===== config.mk =====
export PLATFORM = sky130hd
export DESIGN_NAME = bsp_ram
export DESIGN_NICKNAME = d
export VERILOG_FILES = /design/src/bsp_ram.sv
export SDC_FILE = /design/constraint.sdc
export NUM_CORES = 2
export LEC_CHECK = 0
export BUFFER_PORTS_ARGS = -buffer_cell sky130_fd_sc_hd__buf_4
export CORE_ASPECT_RATIO = 0.9
export CORE_MARGIN = 3
export CORE_UTILIZATION = 55
export CTS_BUF_LIST = sky130_fd_sc_hd__clkbuf_4
export CTS_CLUSTER_SIZE = 20
export DETAILED_ROUTE_END_ITERATION = 8
export PLACE_DENSITY = 0.71
export SLEW_MARGIN = 20
export SYNTH_ARGS = -nofsm -noshare
export SYNTH_HDL_FRONTEND = slang
export SYNTH_SLANG_ARGS = --single-unit

===== constraint.sdc =====
create_clock -name clk -period 5.67 [get_ports clk]
set_input_delay 1.134 -clock clk [delete_from_list [all_inputs] [get_ports clk]]
set_output_delay 1.134 -clock clk [all_outputs]
set_load 0.05 [all_outputs]

===== src/bsp_ram.sv =====
// ----------------------------------------------------------------------------
// bsp_ram
// Generic single-write, single-read RAM with registered read data.
// Read data holds while the read enable is low; a read of the address being
// written in the same cycle returns the old contents.
// ----------------------------------------------------------------------------
`default_nettype none

module bsp_ram #(
  parameter  int WIDTH = 8,
  parameter  int DEPTH = 256,
  localparam int AW    = (DEPTH > 1) ? $clog2(DEPTH) : 1
) (
  input  wire logic             clk,
  input  wire logic             we,
  input  wire logic [AW-1:0]    waddr,
  input  wire logic [WIDTH-1:0] wdata,
  input  wire logic             re,
  input  wire logic [AW-1:0]    raddr,
  output      logic [WIDTH-1:0] rdata
);

  logic [WIDTH-1:0] mem [DEPTH];

  always_ff @(posedge clk) begin
    if (we) begin
      mem[waddr] <= wdata;
    end
  end

  always_ff @(posedge clk) begin
    if (re) begin
      rdata <= mem[raddr];
    end
  end

endmodule

`default_nettype wire

==> reports/results.txt <==
Outcome = finished, final reports clean
Total power = 29.6 mW
CP max stage delay = 0.71 ns
DIE HEIGHT = 367 µm
Element type at the critical path end = register
Static Leak = 27.6 nW
Total number of vias = 41.0k
Final net count = 4178
Layout cells sized above 1 = 29.7%
Setup Viol. Count Final = 0
CP Cell Sequence = buf_8, buf_12, buf_4, mux4_2, a22o_1, a221oi_1, o32ai_1, nor3_1, nor4_1
Setup Skew = 0.125 ns
Syn-to-layout area delta = 10.5%
Post-Route WL = 192000 µm
Buf+Inv Stages, Crit Path = 3
Final Max Slew Viols = 0
WP data arrival = 4.75 ns
Max Cap Violations = 0
Root Buffer = clkbuf_4
Seq/Total Area, Yosys = 77.5%
First-pass GRT wire length = 280000 µm
Clk sinks = 2056
Initial Utilization = 55.8%
Vias/cell = 6.39
DRC viols = 0
Hold buffer count at cts = 1
Placement Cell Area = 82200 µm²
Type of origin of the critical path = input pin
Post-Synthesis Net Count = 3760
CTS tree = built
GRT Util Overall = 25.8%
Tightest Hold Check Type = input pin to register
Post-synthesis cell type count = 54
Initial antenna violation count = 11
Final Hold Vio Count = 0
Final Critical Period = 3.66 ns
Routability Congestion = 0.851
RSZ-0062 raised after global routing = no
CP required = 6.77 ns
Synth top area share = 77.5%
Yosys reg bits = 2056
Register area = 61700 µm²
Final worst-path cycle share = 64.5%
Row cnt = 131
Syn Inst Count = 3733
H-tree levels = 5
Clock transition at path regs = 0.07 ns
1st-iter DRT viols = 5437
Rel. slew slack = 14.6%
Clock Latency Late Sink = 1.39 ns
First-pass DRT Iterations = 8
Post-CTS Setup Bufs = 0
Least-Margin Pin Slew = 1.27 ns
Max Clk Rate = 274 MHz
Largest net degree at the start of global routing = 153
Routed Antenna Nets = 0
Ys Warns = 0
Area leader, netlist = edfxtp_1
Clock Path Buffers = 4
Mapped Area = 79600 µm²
Fill cells = 9973
Largest fanout on the critical path = 47
Multi-input combinational cell area = 16500 µm²
Die width = 407 µm
Placed wire-length estimate = 115000 µm
Design area = 88000 µm²
WS Path Type = input pin to register
Max VDD drop = 265 µV
Routed WL per cell = 30.0 µm
Syn Area/Cell = 21.3 µm²
CP delay by family, top = compound AO/OA/AOI/OAI gates
Num CTS Buffers = 493
Slowest CP cell = a221oi_1
Grt ovf = 0
Cell Pwr Density = 337 nW/µm²
Io pins = 35
Post-cts resize count = 0
Die area = 149000 µm²
Vias in the first global route = 41.0k
Main area contributors after synthesis = edfxtp_1, mux4_2, mux2i_1
Port bufs = 34
TNS Setup = 0 ns
Core Area = 143000 µm²
-- per-layer routing --
metal | GRT usage [%] | part of all wire (%)
met2 | 37.6 | 46
met5 | 0 | 0.012
met1 | 37.9 | 39
met4 | 8.84 | 2.7
met3 | 7.60 | 13
-- cells by family (layout without fill, tap and decap cells) --
group / Yosys count / count (layout) / share of synthesized area [%]
compound gates: 385 / 385 / 3.42
buf+inv: 235 / 970 / 1.83
flops: 2056 / 2056 / 77.5
mux: 591 / 591 / 14.6
other cells: 0 / 10 / 0
simple gates: 466 / 466 / 2.63
-- cell usage in the layout, fill, tap and decap left out, drive strengths merged, types with 6 or more instances in the layout --
cell	netlist	routed
nor3	22	22
a211oi	16	16
buf	122	152
clkinv	1	128
o211ai	10	10
nor4	27	27
a221oi	14	14
mux4	456	456
nor2b	31	31
nor2	282	282
clkbuf	111	675
bufinv	0	7
edfxtp	2056	2056
mux2i	134	134
nand4	10	10
nand2b	8	8
a21oi	96	96
nand3	34	34
o221ai	47	47
o21ai	12	12
diode	0	10
nand2	33	33
o22ai	28	28
a22o	8	8
and2	6	6
a22oi	133	133
-- power breakdown --
group / switching (mW) / internal (mW)
Clock: 5.59 / 5.74
Combinational: 1.01 / 0.522
Sequential: 0.0209 / 16.8
-- stage by stage --
stage | worst slack, ns | hold WS (ns) | instances | util [%]
after detailed placement | 0.703 | 1.10 | 5583 | 57.6
after floorplan | 2.46 | 0.864 | 3733 | -
after global placement | 0.620 | 1.08 | 5582 | 57.5
after global routing | 2.05 | 0.224 | 6403 | 61.6
after CTS | 2.23 | 0.154 | 6396 | 61.6
final | 2.01 | 0.273 | 6406 | 61.6
-- cells in the mapped netlist (all sizes together) --
| cell | instances |
|---|---|
| edfxtp | 2056 |
| mux4 | 456 |
| nor2 | 282 |
| mux2i | 134 |
| a22oi | 133 |
| buf | 122 |
| clkbuf | 111 |
| a21oi | 96 |
| o221ai | 47 |
| nand3 | 34 |
| nand2 | 33 |
| nor2b | 31 |
| o22ai | 28 |
| nor4 | 27 |
| nor3 | 22 |
| a211oi | 16 |
| a221oi | 14 |
| o21ai | 12 |
| nand4 | 10 |
| o211ai | 10 |
| a22o | 8 |
| nand2b | 8 |
| and2 | 6 |
| a2111oi | 5 |
| o22a | 5 |
| o32ai | 5 |
| or2 | 4 |
| a311oi | 2 |
| a31oi | 2 |
| and3b | 2 |
| nand3b | 2 |
| a21boi | 1 |
| and3 | 1 |
| clkinv | 1 |
| inv | 1 |
| mux2 | 1 |
| nor3b | 1 |
| nor4b | 1 |
| o311ai | 1 |
| or2b | 1 |
| or3b | 1 |
-- worst reg2reg max path, delay by kind of cell, from the launching register on --
kind,cells,cell delay (ns)
simple gates,2,0.61
flops,1,0.36
compound gates,3,1.28
mux,1,0.46
-- flip-flops by register name, indices dropped and copies added, names as in the netlist --
signal / cells
mem: 2048
rdata: 8
-- worst paths after layout --
path / slack, ns / cells after the start / start / endpoint
max: 2.01 / 9 / raddr[0] / rdata[3]
min: 0.27 / 1 / wdata[0] / mem[224][0]
max reg2reg: 2.67 / 6 / mem[80][3] / rdata[3]
min reg2reg: 1.11 / 5 / mem[38][6] / rdata[6]
-- layout make-up --
class,count,area share [%]
diodes,10,0.0284
repair buffers,156,1.71
well taps,1928,2.74
flip-flops and latches,2056,70.2
multi-input cells,1442,18.8
inverters,2,0.00853
clock inverters,140,0.831
clock buffers,672,5.73
(Power assumes the default switching activity.)
